### src/hw/rtl/l2lfd_pkg.sv
`default_nettype none

package l2lfd_pkg;

  // Switch geometry.
  localparam int NUM_PORTS   = 8;
  localparam int TABLE_DEPTH = 16;

  // Derived widths.
  localparam int PORT_W   = $clog2(NUM_PORTS);
  localparam int IDX_W    = $clog2(TABLE_DEPTH);
  localparam int CNT_W    = $clog2(TABLE_DEPTH + 1);
  localparam int SPORT_W  = 4;
  localparam int MAC_W    = 48;
  localparam int ETH_W    = 16;
  localparam int MASK_W   = 8;
  localparam int STATUS_W = 3;

  // Accepted ethertypes and the broadcast address.
  localparam logic [ETH_W-1:0] ET_IPV4 = 16'h0800;
  localparam logic [ETH_W-1:0] ET_ARP  = 16'h0806;
  localparam logic [ETH_W-1:0] ET_IPV6 = 16'h86DD;
  localparam logic [ETH_W-1:0] ET_VLAN = 16'h8100;
  localparam logic [MAC_W-1:0] BCAST_MAC = 48'hFFFF_FFFF_FFFF;

  // Result status codes.
  typedef enum logic [STATUS_W-1:0] {
    ST_UNICAST   = 3'd0,
    ST_BCAST     = 3'd1,
    ST_FLOOD     = 3'd2,
    ST_PORT_DROP = 3'd3,
    ST_TYPE_DROP = 3'd4
  } status_t;

  // Commands from the controller to the datapath.
  typedef struct packed {
    logic load;
    logic src_cmp;
    logic learn;
    logic dst_cmp;
    logic out_load;
  } cmd_t;

  // Status from the datapath to the controller.
  typedef struct packed {
    logic drop;
  } sts_t;

endpackage

`default_nettype wire

### src/hw/rtl/l2lfd_in_if.sv
`default_nettype none

interface l2lfd_in_if;
  logic                            valid;
  logic                            ready;
  logic [l2lfd_pkg::SPORT_W-1:0]   source_port;
  logic [l2lfd_pkg::MAC_W-1:0]     src_mac;
  logic [l2lfd_pkg::MAC_W-1:0]     dst_mac;
  logic [l2lfd_pkg::ETH_W-1:0]     ether_type;

  modport source (output valid, source_port, src_mac, dst_mac, ether_type, input ready);
  modport sink   (input valid, source_port, src_mac, dst_mac, ether_type, output ready);
endinterface

`default_nettype wire

### src/hw/rtl/l2lfd_out_if.sv
`default_nettype none

interface l2lfd_out_if;
  logic                             valid;
  logic                             ready;
  logic [l2lfd_pkg::MASK_W-1:0]     forward_mask;
  logic [l2lfd_pkg::STATUS_W-1:0]   status;

  modport source (output valid, forward_mask, status, input ready);
  modport sink   (input valid, forward_mask, status, output ready);
endinterface

`default_nettype wire

### src/hw/rtl/l2_learning_forward_decision.sv
`default_nettype none

// Channel   Dir  Payload                                        Handshake
// in_ch     in   source_port, src_mac, dst_mac, ether_type      valid/ready
// out_ch    out  forward_mask, status                           valid/ready
//
// A header beat is taken only when the block is idle. After acceptance a
// forwarded frame passes source compare, learn shift, destination compare and
// decision before its result is valid; a dropped frame skips from the source
// compare state straight to the decision. The next header is accepted in the
// cycle after the result is loaded, while that result may still wait in the
// output register. A stalled output holds the decision stage until the
// register frees. Reset clears the table fill count and the sequencer.

module l2_learning_forward_decision (
  input  wire logic  clk,
  input  wire logic  rst_n,
  l2lfd_in_if.sink   in_ch,
  l2lfd_out_if.source out_ch
);

  l2lfd_pkg::cmd_t cmd;
  l2lfd_pkg::sts_t sts;

  l2lfd_ctrl u_ctrl (
    .clk       (clk),
    .rst_n     (rst_n),
    .in_valid  (in_ch.valid),
    .in_ready  (in_ch.ready),
    .out_valid (out_ch.valid),
    .out_ready (out_ch.ready),
    .sts       (sts),
    .cmd       (cmd)
  );

  l2lfd_dpath u_dpath (
    .clk              (clk),
    .rst_n            (rst_n),
    .cmd              (cmd),
    .sts              (sts),
    .in_source_port   (in_ch.source_port),
    .in_src_mac       (in_ch.src_mac),
    .in_dst_mac       (in_ch.dst_mac),
    .in_ether_type    (in_ch.ether_type),
    .out_forward_mask (out_ch.forward_mask),
    .out_status       (out_ch.status)
  );

  // The sequencer issues at most one command per cycle.
  a_cmd_onehot: assert property (@(posedge clk) disable iff (!rst_n)
    $onehot0(cmd))
    else $error("more than one datapath command in a cycle");

  // An accepted beat closes the input until its decision is made.
  a_busy_after_accept: assert property (@(posedge clk) disable iff (!rst_n)
    (in_ch.valid && in_ch.ready) |=> !in_ch.ready)
    else $error("input ready right after an accepted beat");

  // A dropped frame is sent nowhere.
  a_drop_mask: assert property (@(posedge clk) disable iff (!rst_n)
    (out_ch.valid && (out_ch.status == l2lfd_pkg::ST_PORT_DROP ||
                      out_ch.status == l2lfd_pkg::ST_TYPE_DROP))
    |-> (out_ch.forward_mask == '0))
    else $error("dropped frame with a nonzero port mask");

  // A unicast decision names at most one egress port.
  a_unicast_one: assert property (@(posedge clk) disable iff (!rst_n)
    (out_ch.valid && out_ch.status == l2lfd_pkg::ST_UNICAST)
    |-> ($countones(out_ch.forward_mask) <= 1))
    else $error("unicast decision with several egress ports");

endmodule

`default_nettype wire

### src/hw/rtl/l2lfd_dpath.sv
`default_nettype none

module l2lfd_dpath (
  input  wire logic                              clk,
  input  wire logic                              rst_n,
  input  wire l2lfd_pkg::cmd_t                   cmd,
  output l2lfd_pkg::sts_t                        sts,
  input  wire logic [l2lfd_pkg::SPORT_W-1:0]     in_source_port,
  input  wire logic [l2lfd_pkg::MAC_W-1:0]       in_src_mac,
  input  wire logic [l2lfd_pkg::MAC_W-1:0]       in_dst_mac,
  input  wire logic [l2lfd_pkg::ETH_W-1:0]       in_ether_type,
  output logic [l2lfd_pkg::MASK_W-1:0]           out_forward_mask,
  output logic [l2lfd_pkg::STATUS_W-1:0]         out_status
);

  localparam int D = l2lfd_pkg::TABLE_DEPTH;

  // Latched header fields.
  logic [l2lfd_pkg::PORT_W-1:0] sport_r;
  logic [l2lfd_pkg::MAC_W-1:0]  src_r;
  logic [l2lfd_pkg::MAC_W-1:0]  dst_r;
  logic                         port_bad_r;
  logic                         type_bad_r;

  // MAC table, front entry most recent; each row moves only to its neighbor.
  logic [l2lfd_pkg::MAC_W-1:0]  mac_r  [D];
  logic [l2lfd_pkg::PORT_W-1:0] prt_r  [D];
  logic [l2lfd_pkg::CNT_W-1:0]  count_r;

  // Registered lookup results.
  logic [D-1:0]                 smatch_r;
  logic                         dhit_r;
  logic [l2lfd_pkg::PORT_W-1:0] dport_r;

  logic                         port_bad;
  logic                         type_ok;
  logic [D-1:0]                 valid_row;
  logic [D-1:0]                 smatch;
  logic [D-1:0]                 dmatch;
  logic [l2lfd_pkg::PORT_W-1:0] dport;
  logic                         shit;
  logic [l2lfd_pkg::IDX_W-1:0]  hidx;
  logic                         full;
  logic [l2lfd_pkg::IDX_W-1:0]  pos;
  logic [l2lfd_pkg::MASK_W-1:0] flood;
  logic [l2lfd_pkg::MASK_W-1:0] uni;
  logic [l2lfd_pkg::MASK_W-1:0] mask_nxt;
  l2lfd_pkg::status_t           status_nxt;

  // Header checks on the incoming beat.
  always_comb begin
    port_bad = ({1'b0, in_source_port} >= (l2lfd_pkg::SPORT_W + 1)'(l2lfd_pkg::NUM_PORTS));
    type_ok  = in_ether_type inside {l2lfd_pkg::ET_IPV4, l2lfd_pkg::ET_ARP,
                                     l2lfd_pkg::ET_IPV6, l2lfd_pkg::ET_VLAN};
  end

  assign sts.drop = port_bad_r | type_bad_r;

  // Per-row compare against the source and destination addresses.
  always_comb begin
    dport = '0;
    hidx  = '0;
    for (int i = 0; i < D; i++) begin
      valid_row[i] = (l2lfd_pkg::CNT_W'(i) < count_r);
      smatch[i]    = valid_row[i] && (mac_r[i] == src_r);
      dmatch[i]    = valid_row[i] && (mac_r[i] == dst_r);
      if (dmatch[i]) begin
        dport = dport | prt_r[i];
      end
      if (smatch_r[i]) begin
        hidx = hidx | l2lfd_pkg::IDX_W'(i);
      end
    end
  end

  // Row that ends the shift: the hit, the first free row, or the last row.
  always_comb begin
    shit = |smatch_r;
    full = (count_r == l2lfd_pkg::CNT_W'(D));
    if (shit) begin
      pos = hidx;
    end else if (full) begin
      pos = l2lfd_pkg::IDX_W'(D - 1);
    end else begin
      pos = count_r[l2lfd_pkg::IDX_W-1:0];
    end
  end

  // Decision from the lookup.
  always_comb begin
    for (int b = 0; b < l2lfd_pkg::MASK_W; b++) begin
      flood[b] = (b < l2lfd_pkg::NUM_PORTS) && (b != int'(sport_r));
      uni[b]   = (b == int'(dport_r));
    end
    if (port_bad_r) begin
      mask_nxt   = '0;
      status_nxt = l2lfd_pkg::ST_PORT_DROP;
    end else if (type_bad_r) begin
      mask_nxt   = '0;
      status_nxt = l2lfd_pkg::ST_TYPE_DROP;
    end else if (dst_r == l2lfd_pkg::BCAST_MAC) begin
      mask_nxt   = flood;
      status_nxt = l2lfd_pkg::ST_BCAST;
    end else if (dhit_r && (dport_r != sport_r)) begin
      mask_nxt   = uni;
      status_nxt = l2lfd_pkg::ST_UNICAST;
    end else begin
      mask_nxt   = flood;
      status_nxt = l2lfd_pkg::ST_FLOOD;
    end
  end

  // Entry count.
  always_ff @(posedge clk) begin
    if (!rst_n) begin
      count_r <= '0;
    end else if (cmd.learn && !shit && !full) begin
      count_r <= count_r + 1'b1;
    end
  end

  // Payload registers and table rows.
  always_ff @(posedge clk) begin
    if (cmd.load) begin
      sport_r    <= in_source_port[l2lfd_pkg::PORT_W-1:0];
      src_r      <= in_src_mac;
      dst_r      <= in_dst_mac;
      port_bad_r <= port_bad;
      type_bad_r <= !type_ok;
    end
    if (cmd.src_cmp) begin
      smatch_r <= smatch;
    end
    if (cmd.learn) begin
      for (int i = 1; i < D; i++) begin
        if (l2lfd_pkg::IDX_W'(i) <= pos) begin
          mac_r[i] <= mac_r[i-1];
          prt_r[i] <= prt_r[i-1];
        end
      end
      mac_r[0] <= src_r;
      prt_r[0] <= sport_r;
    end
    if (cmd.dst_cmp) begin
      dhit_r  <= |dmatch;
      dport_r <= dport;
    end
    if (cmd.out_load) begin
      out_forward_mask <= mask_nxt;
      out_status       <= status_nxt;
    end
  end

endmodule

`default_nettype wire

### src/hw/rtl/l2lfd_ctrl.sv
`default_nettype none

module l2lfd_ctrl (
  input  wire logic             clk,
  input  wire logic             rst_n,
  input  wire logic             in_valid,
  output logic                  in_ready,
  output logic                  out_valid,
  input  wire logic             out_ready,
  input  wire l2lfd_pkg::sts_t  sts,
  output l2lfd_pkg::cmd_t       cmd
);

  typedef enum logic [2:0] {
    S_IDLE,
    S_SRC,
    S_LEARN,
    S_DST,
    S_FIN
  } state_t;

  state_t state_r;
  state_t state_nxt;
  logic   out_valid_r;
  logic   out_valid_nxt;
  logic   out_free;

  assign out_free  = !out_valid_r || out_ready;
  assign in_ready  = (state_r == S_IDLE);
  assign out_valid = out_valid_r;

  // Sequencing and command decode.
  always_comb begin
    state_nxt     = state_r;
    out_valid_nxt = out_valid_r && !out_ready;
    cmd           = '0;
    case (state_r)
      S_IDLE: begin
        if (in_valid) begin
          cmd.load  = 1'b1;
          state_nxt = S_SRC;
        end
      end
      S_SRC: begin
        if (sts.drop) begin
          state_nxt = S_FIN;
        end else begin
          cmd.src_cmp = 1'b1;
          state_nxt   = S_LEARN;
        end
      end
      S_LEARN: begin
        cmd.learn = 1'b1;
        state_nxt = S_DST;
      end
      S_DST: begin
        cmd.dst_cmp = 1'b1;
        state_nxt   = S_FIN;
      end
      S_FIN: begin
        if (out_free) begin
          cmd.out_load  = 1'b1;
          out_valid_nxt = 1'b1;
          state_nxt     = S_IDLE;
        end
      end
      default: begin
        state_nxt = S_IDLE;
      end
    endcase
  end

  // State and registered output valid.
  always_ff @(posedge clk) begin
    if (!rst_n) begin
      state_r     <= S_IDLE;
      out_valid_r <= 1'b0;
    end else begin
      state_r     <= state_nxt;
      out_valid_r <= out_valid_nxt;
    end
  end

endmodule

`default_nettype wire

### src/flat_wrapper.sv
// flat-port wrapper written by rule: the top's interface ports become plain ports
module l2_learning_forward_decision_flat 
  (clk, rst_n, in_ch_valid, in_ch_source_port, in_ch_src_mac, in_ch_dst_mac, in_ch_ether_type, in_ch_ready, out_ch_valid, out_ch_forward_mask, out_ch_status, out_ch_ready);
  l2lfd_in_if in_ch_i ();
  l2lfd_out_if out_ch_i ();
  input  wire logic clk;
  input  wire logic rst_n;
  input wire logic [$bits(in_ch_i.valid)-1:0] in_ch_valid;
  input wire logic [$bits(in_ch_i.source_port)-1:0] in_ch_source_port;
  input wire logic [$bits(in_ch_i.src_mac)-1:0] in_ch_src_mac;
  input wire logic [$bits(in_ch_i.dst_mac)-1:0] in_ch_dst_mac;
  input wire logic [$bits(in_ch_i.ether_type)-1:0] in_ch_ether_type;
  output wire logic [$bits(in_ch_i.ready)-1:0] in_ch_ready;
  output wire logic [$bits(out_ch_i.valid)-1:0] out_ch_valid;
  output wire logic [$bits(out_ch_i.forward_mask)-1:0] out_ch_forward_mask;
  output wire logic [$bits(out_ch_i.status)-1:0] out_ch_status;
  input wire logic [$bits(out_ch_i.ready)-1:0] out_ch_ready;
  assign in_ch_i.valid = in_ch_valid;
  assign in_ch_i.source_port = in_ch_source_port;
  assign in_ch_i.src_mac = in_ch_src_mac;
  assign in_ch_i.dst_mac = in_ch_dst_mac;
  assign in_ch_i.ether_type = in_ch_ether_type;
  assign in_ch_ready = in_ch_i.ready;
  assign out_ch_valid = out_ch_i.valid;
  assign out_ch_forward_mask = out_ch_i.forward_mask;
  assign out_ch_status = out_ch_i.status;
  assign out_ch_i.ready = out_ch_ready;
  l2_learning_forward_decision u_core (.clk(clk), .rst_n(rst_n), .in_ch(in_ch_i), .out_ch(out_ch_i));
endmodule
### config.mk
export PLATFORM = sky130hd
export DESIGN_NAME = l2_learning_forward_decision_flat
export DESIGN_NICKNAME = d
export VERILOG_FILES = /design/src/hw/rtl/l2lfd_pkg.sv /design/src/hw/rtl/l2lfd_in_if.sv /design/src/hw/rtl/l2lfd_out_if.sv /design/src/hw/rtl/l2_learning_forward_decision.sv /design/src/hw/rtl/l2lfd_dpath.sv /design/src/hw/rtl/l2lfd_ctrl.sv /design/src/flat_wrapper.sv
export SDC_FILE = /design/constraint.sdc
export NUM_CORES = 2
export LEC_CHECK = 0
export BUFFER_PORTS_ARGS = -buffer_cell sky130_fd_sc_hd__buf_2
export CORE_MARGIN = 3
export CORE_UTILIZATION = 45
export CTS_CLUSTER_DIAMETER = 80
export CTS_CLUSTER_SIZE = 24
export DETAILED_ROUTE_END_ITERATION = 10
export SETUP_SLACK_MARGIN = 0.3
export SLEW_MARGIN = 20
export SYNTH_ARGS = -nofsm -noshare
export SYNTH_HDL_FRONTEND = slang
export SYNTH_HIERARCHICAL = 1
export SYNTH_SLANG_ARGS = --single-unit
### constraint.sdc
create_clock -name clk -period 15.8 [get_ports clk]
set_input_delay 3.95 -clock clk [delete_from_list [all_inputs] [get_ports clk]]
set_output_delay 3.95 -clock clk [all_outputs]
set_load 0.02 [all_outputs]
# After elaboration in Yosys (flattened, before gate mapping)
# Memory sizes are Yosys's and may differ from the RTL's.
# Index checks and enable logic that the tools add are counted.
dict set report totals {
  regBits 141
  mem_bits_rw 816
  in_bits 120
  out_inout_bits 13
  elab_cells 272
  n_memories 2
}
dict set report op_classes {
  addsub 1
  n_lt_le_gt_ge 32
  n_eq_ne 59
  n_mux 99
  n_bitwise 16
  reduce_logical 50
}
# memory depth width rd rd_ports_with_merged_regs wr line_no
set memory_table {}
lappend memory_table {u_core.u_dpath.mac_r 16 48 16 0 16 l2lfd_dpath.sv:26} ;# logic [l2lfd_pkg::MAC_W-1:0] mac_r [D];
lappend memory_table {u_core.u_dpath.prt_r 16 3 16 0 16 l2lfd_dpath.sv:27} ;# logic [l2lfd_pkg::PORT_W-1:0] prt_r [D];
# operator n
set op_table {}
lappend op_table {{$eq 48x48->1} 32}
lappend op_table {{$mux 3} 24}
lappend op_table {{$mux 1} 58}
lappend op_table {{$eq 48x48->1 const B} 1}
lappend op_table {{$or 3x3->3} 15}
lappend op_table {{$lt 4x5->1 const A} 8}
lappend op_table {{$mux 4} 10}
lappend op_table {{$logic_and 1x1->1} 36}
lappend op_table {{$eq 16x12->1 const B} 2}
lappend op_table {{$eq 16x16->1 const B} 2}
lappend op_table {{$le 4x4->1 const A} 8}
lappend op_table {{$reduce_or 16->1} 2}
lappend op_table {{$lt 3x5->1 const A} 4}
lappend op_table {{$le 3x4->1 const A} 4}
lappend op_table {{$mux 8} 2}
lappend op_table {{$pmux 3 s5} 1}
lappend op_table {{$eq 3x3->1 const A} 4}
lappend op_table {{$ne 3x3->1 const A} 4}
lappend op_table {{$lt 1x5->1 const A} 2}
lappend op_table {{$lt 2x5->1 const A} 2}
lappend op_table {{$le 2x4->1 const A} 2}
lappend op_table {{$mux 2} 4}
lappend op_table {{$eq 2x3->1 const A} 2}
lappend op_table {{$eq 3x2->1 const B} 2}
lappend op_table {{19 further kinds} 26}

# Depth between registers and ports, before layout
# An unclocked memory read counts as a cell.
dict set report depth {
  depth_word 34
  depth_mapped 10
}

# By module
# Netlist, hierarchy kept.
# mod n_inst cells_per_inst area_per_inst_um2 seq_area_each_um2
set modules_own_cells {}
lappend modules_own_cells {l2lfd_dpath 1 3460 48183.7 28567.4}
lappend modules_own_cells {l2lfd_ctrl 1 22 203.9 80.1}

# Worst setup path after synthesis
# No wires, ideal clock.
dict set report synth_timing {
  path_kind {reg-to-reg}
  startpoint {register u_core.u_ctrl.state_r[1]}
  endpoint {memory u_core/u_dpath/mac_r[0][48] in the netlist's numbering, enable pin}
  t_arrival_ns 8.333
  required_time_ns 15.270
  path_slack_ns 6.937
  stages_incl_launch_ff 5
  synth_period_minus_slack_ns 8.863
  cell_sequence {dfxtp_1 > nor3b_1 > clkbuf_1 > inv_1 > o21ai_0}
}
# item line_no
set synth_lines {}
lappend synth_lines {{from (decl)} l2lfd_ctrl.sv:22} ;# state_t state_r;
lappend synth_lines {{from (signal assigned)} l2lfd_ctrl.sv:79} ;# state_r <= state_nxt;
lappend synth_lines {{to (decl)} l2lfd_dpath.sv:26}

# Worst setup path in the final report
dict set report layout_timing {
  startpoint {register u_core.u_ctrl.state_r[1]}
  endpoint {output in_ch_ready}
}
dict set report layout_between {
  elab_chain_len 1
}
# item line_no
set layout_rtl {}
lappend layout_rtl {{$logic_not 3->1} l2lfd_ctrl.sv:29} ;# assign in_ready = (state_r == S_IDLE);
lappend layout_rtl {{to (decl)} flat_wrapper.sv:13} ;# output wire logic [$bits(in_ch_i.ready)-1:0] in_ch_ready;
# Every way passes these cells.

==> flow_metrics.py <==
metrics = {
    "synthesis": {
        "synthSimpleGateAreaFrac": 0.08370,
        "syn_area_sq_um": 48390,
        "ys_types": 69,
        "yosys_warnings": 6,
        "synth_xor_area_frac": 0.2718,
        "synthMuxAreaShare": 0.0006206,
        "synth_top_family_by_area": "XOR/XNOR gates",
        "synth_top_area_cell": "edfxtp_1",
        "synth_fa_ha_area_frac": 0.0005172,
        "synth_edf_count": 948,
        "ys_ff_latch": 957,
        "synth_cells": 3482,
        "async_reset_ff_frac": 0,
        "synth_top_cell_area_share": 0.5883,
        "ys.flop_type": "edfxtp_1",
        "synth_nets": 3604,
        "synth-compound-area-share": 0.01820,
        "syn_area_per_cell_sq_um": 13.90,
        "synth_area_leaders": "edfxtp_1 59%, xor2_1 19%, xnor2_1 7.9%",
        "seq_area_frac_synth": 0.5920,
    },
    "final_layout": {
        "nets": 3716,
        "final_core_util": 0.4918,
        "area_growth_pct": 7.737,
        "nFillCells": 9290,
        "drive_gt1_frac": 0.1064,
        "layout.cells.non_filler": 5013,
    },
    "detailed_routing": {
        "post-route-drc-count": 0,
        "drtAntennaViolNets": 0,
        "drt_iter0_drc": 5529,
        "drtPass1Iterations": 5,
        "avgRoutedWirePerCell_microns": 42.16,
        "totalWireLength_microns": 211400,
        "vias_per_cell": 6.541,
        "vias": 32789,
    },
    "worst_hold_path": {
        "hold_class": "flip-flop to flip-flop",
    },
    "cts": {
        "clk_latency_ns": 0.73,
        "ctsResizeCount": 0,
        "post-cts-setup-buffers": 0,
        "clk_pin_slew_worst_paths_ns": 0.08,
        "tritoncts": "done",
        "cts_buffer_depth": 3,
        "cts_buffers": 54,
        "cts_sinks": 957,
        "hold_buffers": 0,
        "h-tree-depth": 2,
        "cts_root_buffer": "clkbuf_16",
    },
    "timing": {
        "final-setup-viol-count": 0,
        "max_freq_mhz": 182.9,
        "worstMarginPinSlew_ns": 1.342,
        "finalHoldViolations": 0,
        "fin_skew_ns": 0.05368,
        "rsz0062_at_grt": "false",
        "maxSlewViolCount": 0,
        "hold_slack_ns": 0.4605,
        "post-route-period-util": 0.3461,
        "fin_ws_ns": 10.33,
        "slew_headroom": 0.1032,
        "setup_tns_ns": 0,
        "fin_crit_ns": 5.468,
    },
    "global_routing": {
        "antenna_found_initial": 8,
        "grt_pass1_vias": 30808,
        "grt_pass1_wl_microns": 277600,
        "overflow": 0,
        "track_usage": 0.3719,
        "grt_max_degree": 79,
    },
    "die": {
        "initial_core_util": 0.4564,
        "num_rows": 119,
        "die_w_microns": 333.9,
        "dieArea_sq_um": 111500,
        "ios": 133,
        "core-area_sq_um": 106000,
        "die_h_microns": 333.9,
    },
    "power_and_ir_drop": {
        "vdd_drop_max_uv": 93.28,
        "powerDensity_nw_per_um2": 95.43,
        "leakagePower_nw": 17.05,
    },
    "critical_path": {
        "required_ns": 11.85,
        "criticalPathCategory": "flip-flop to output pin",
        "startpoint_type": "flip-flop",
        "cp_max_fo": 7,
        "cp-end-kind": "output pin",
        "cp.arrival_ns": 1.52,
    },
    "place": {
        "post-place-ws_ns": 9.907,
        "port_buffers": 132,
        "post-dp-hpwl_microns": 135300,
        "gp_congestion": 0.9658,
        "placed_cells": 4929,
    },
    "outcome": {
        "status": "complete, no violations",
    },
    "run": {
        "maxCapViolCount": 0,
    },
}
## critical path, stage by stage, from the launching register on
cell and delay [ns]:
dfxtp_1 0.38, nor3_1 0.25, buf_2 0.21
## report_power, final
part | switching (mW) | leakage, nW | internal, mW
registers | 0.0164 | 8.64 | 2.78
logic | 0.434 | 7.61 | 0.159
clock network | 0.927 | 0.800 | 0.657
total | 1.38 | 17.1 | 3.60
## state kept, by name, summed over array words and instances (netlist names), 3 cells and up
signal and count:
u_core/u_ctrl/state_r 3, u_core/u_dpath/count_r 5, u_core/u_dpath/dport_r 3, u_core/u_dpath/dst_r 48, u_core/u_dpath/mac_r 768, u_core/u_dpath/out_forward_mask 8
u_core/u_dpath/out_status 3, u_core/u_dpath/prt_r 48, u_core/u_dpath/smatch_r 16, u_core/u_dpath/sport_r 3, u_core/u_dpath/src_r 48
## cell usage in the layout (no fill, tap or decap), types with 7 or more instances in the layout
cell type  instances
a21oi_1           10
a221oi_1           7
a22oi_1           22
a31oi_1            7
and2_1            10
buf_2            132
buf_4            129
clkbuf_16         54
dfxtp_1            9
edfxtp_1         948
inv_1             44
nand2_1           24
nand2b_1           7
nand3_1           23
nand4_1          184
nor2_1            22
nor3_1            20
nor4_1           305
nor4_2            12
o22ai_1           13
xnor2_1          435
xor2_1          1061
## synth_stat cells (all sizes together), types with 5 or more instances
master      n
inv        47
a21oi      13
or4         6
dfxtp       9
o21ai       8
a22oi      22
edfxtp    948
xor2     1061
nand2b      7
nand3      23
nor2b       5
a221oi      7
and4        5
buf       133
nor3       22
clkbuf     72
nor2       27
a2111oi     6
a22o        6
xnor2     438
o2bb2ai     5
nor4      320
a31oi       7
and2       11
o22ai      13
nand4     184
nand2      28
## final timing paths
kind                                         start                               endpoint  slack, ns  cells after the start
max reg2reg     u_core/u_dpath/src_r[28]$_DFFE_PP_   u_core/u_dpath/smatch_r[2]$_DFFE_PP_      11.97                      5
min reg2reg  u_core/u_dpath/prt_r[0][18]$_DFFE_PP_  u_core/u_dpath/prt_r[0][21]$_DFFE_PP_       0.46                      0
max          u_core/u_ctrl/state_r[1]$_SDFFE_PN0P_                            in_ch_ready      10.33                      2
min          u_core/u_dpath/prt_r[0][18]$_DFFE_PP_  u_core/u_dpath/prt_r[0][21]$_DFFE_PP_       0.46                      0
## final cells by class
cell class / instances / area (sq um) / area share
multi-input combinational: 2273 / 18270 / 0.3505
sequential: 957 / 28650 / 0.5495
antenna: 2 / 5.005 / 0.00009600
tap: 1391 / 1740 / 0.03339
timing repair buffer: 261 / 1629 / 0.03125
clock inverter: 24 / 296.5 / 0.005688
clock buffer: 58 / 1366 / 0.02621
inverter: 47 / 176.4 / 0.003384
## per-layer routing
metal  routed length (microns)  part of all wire  GRT usage  vias to the layer above
li1                          -                 -          -                    12802
met1                     74590              0.35     0.4624                    16310
met2                     89290              0.42     0.5537                     2724
met3                     27650              0.13     0.1109                      949
met4                     19810             0.094     0.2682                        4
met5                        29           0.00014          0                        -
## cells by family (layout without fill, tap and decap cells)
family | after synthesis | in the layout
AOI/OAI and AO/OA | 116 | 116
xor gates and xnor gates | 1499 | 1499
adders and majority gates | 2 | 2
buffers and inverters | 252 | 390
DFF | 957 | 957
muxes | 3 | 3
other | 0 | 2
and+or+nand+nor | 653 | 653
## per-stage QoR
stage               instance area (sq um)  total power [mW]
floorplan                           48390             3.174
global placement                    50440             3.411
detailed placement                  50440             3.412
CTS                                 52100             4.953
global route                        52130             5.071
finish                              52130             4.975
Power figures use the tool's default switching activity.
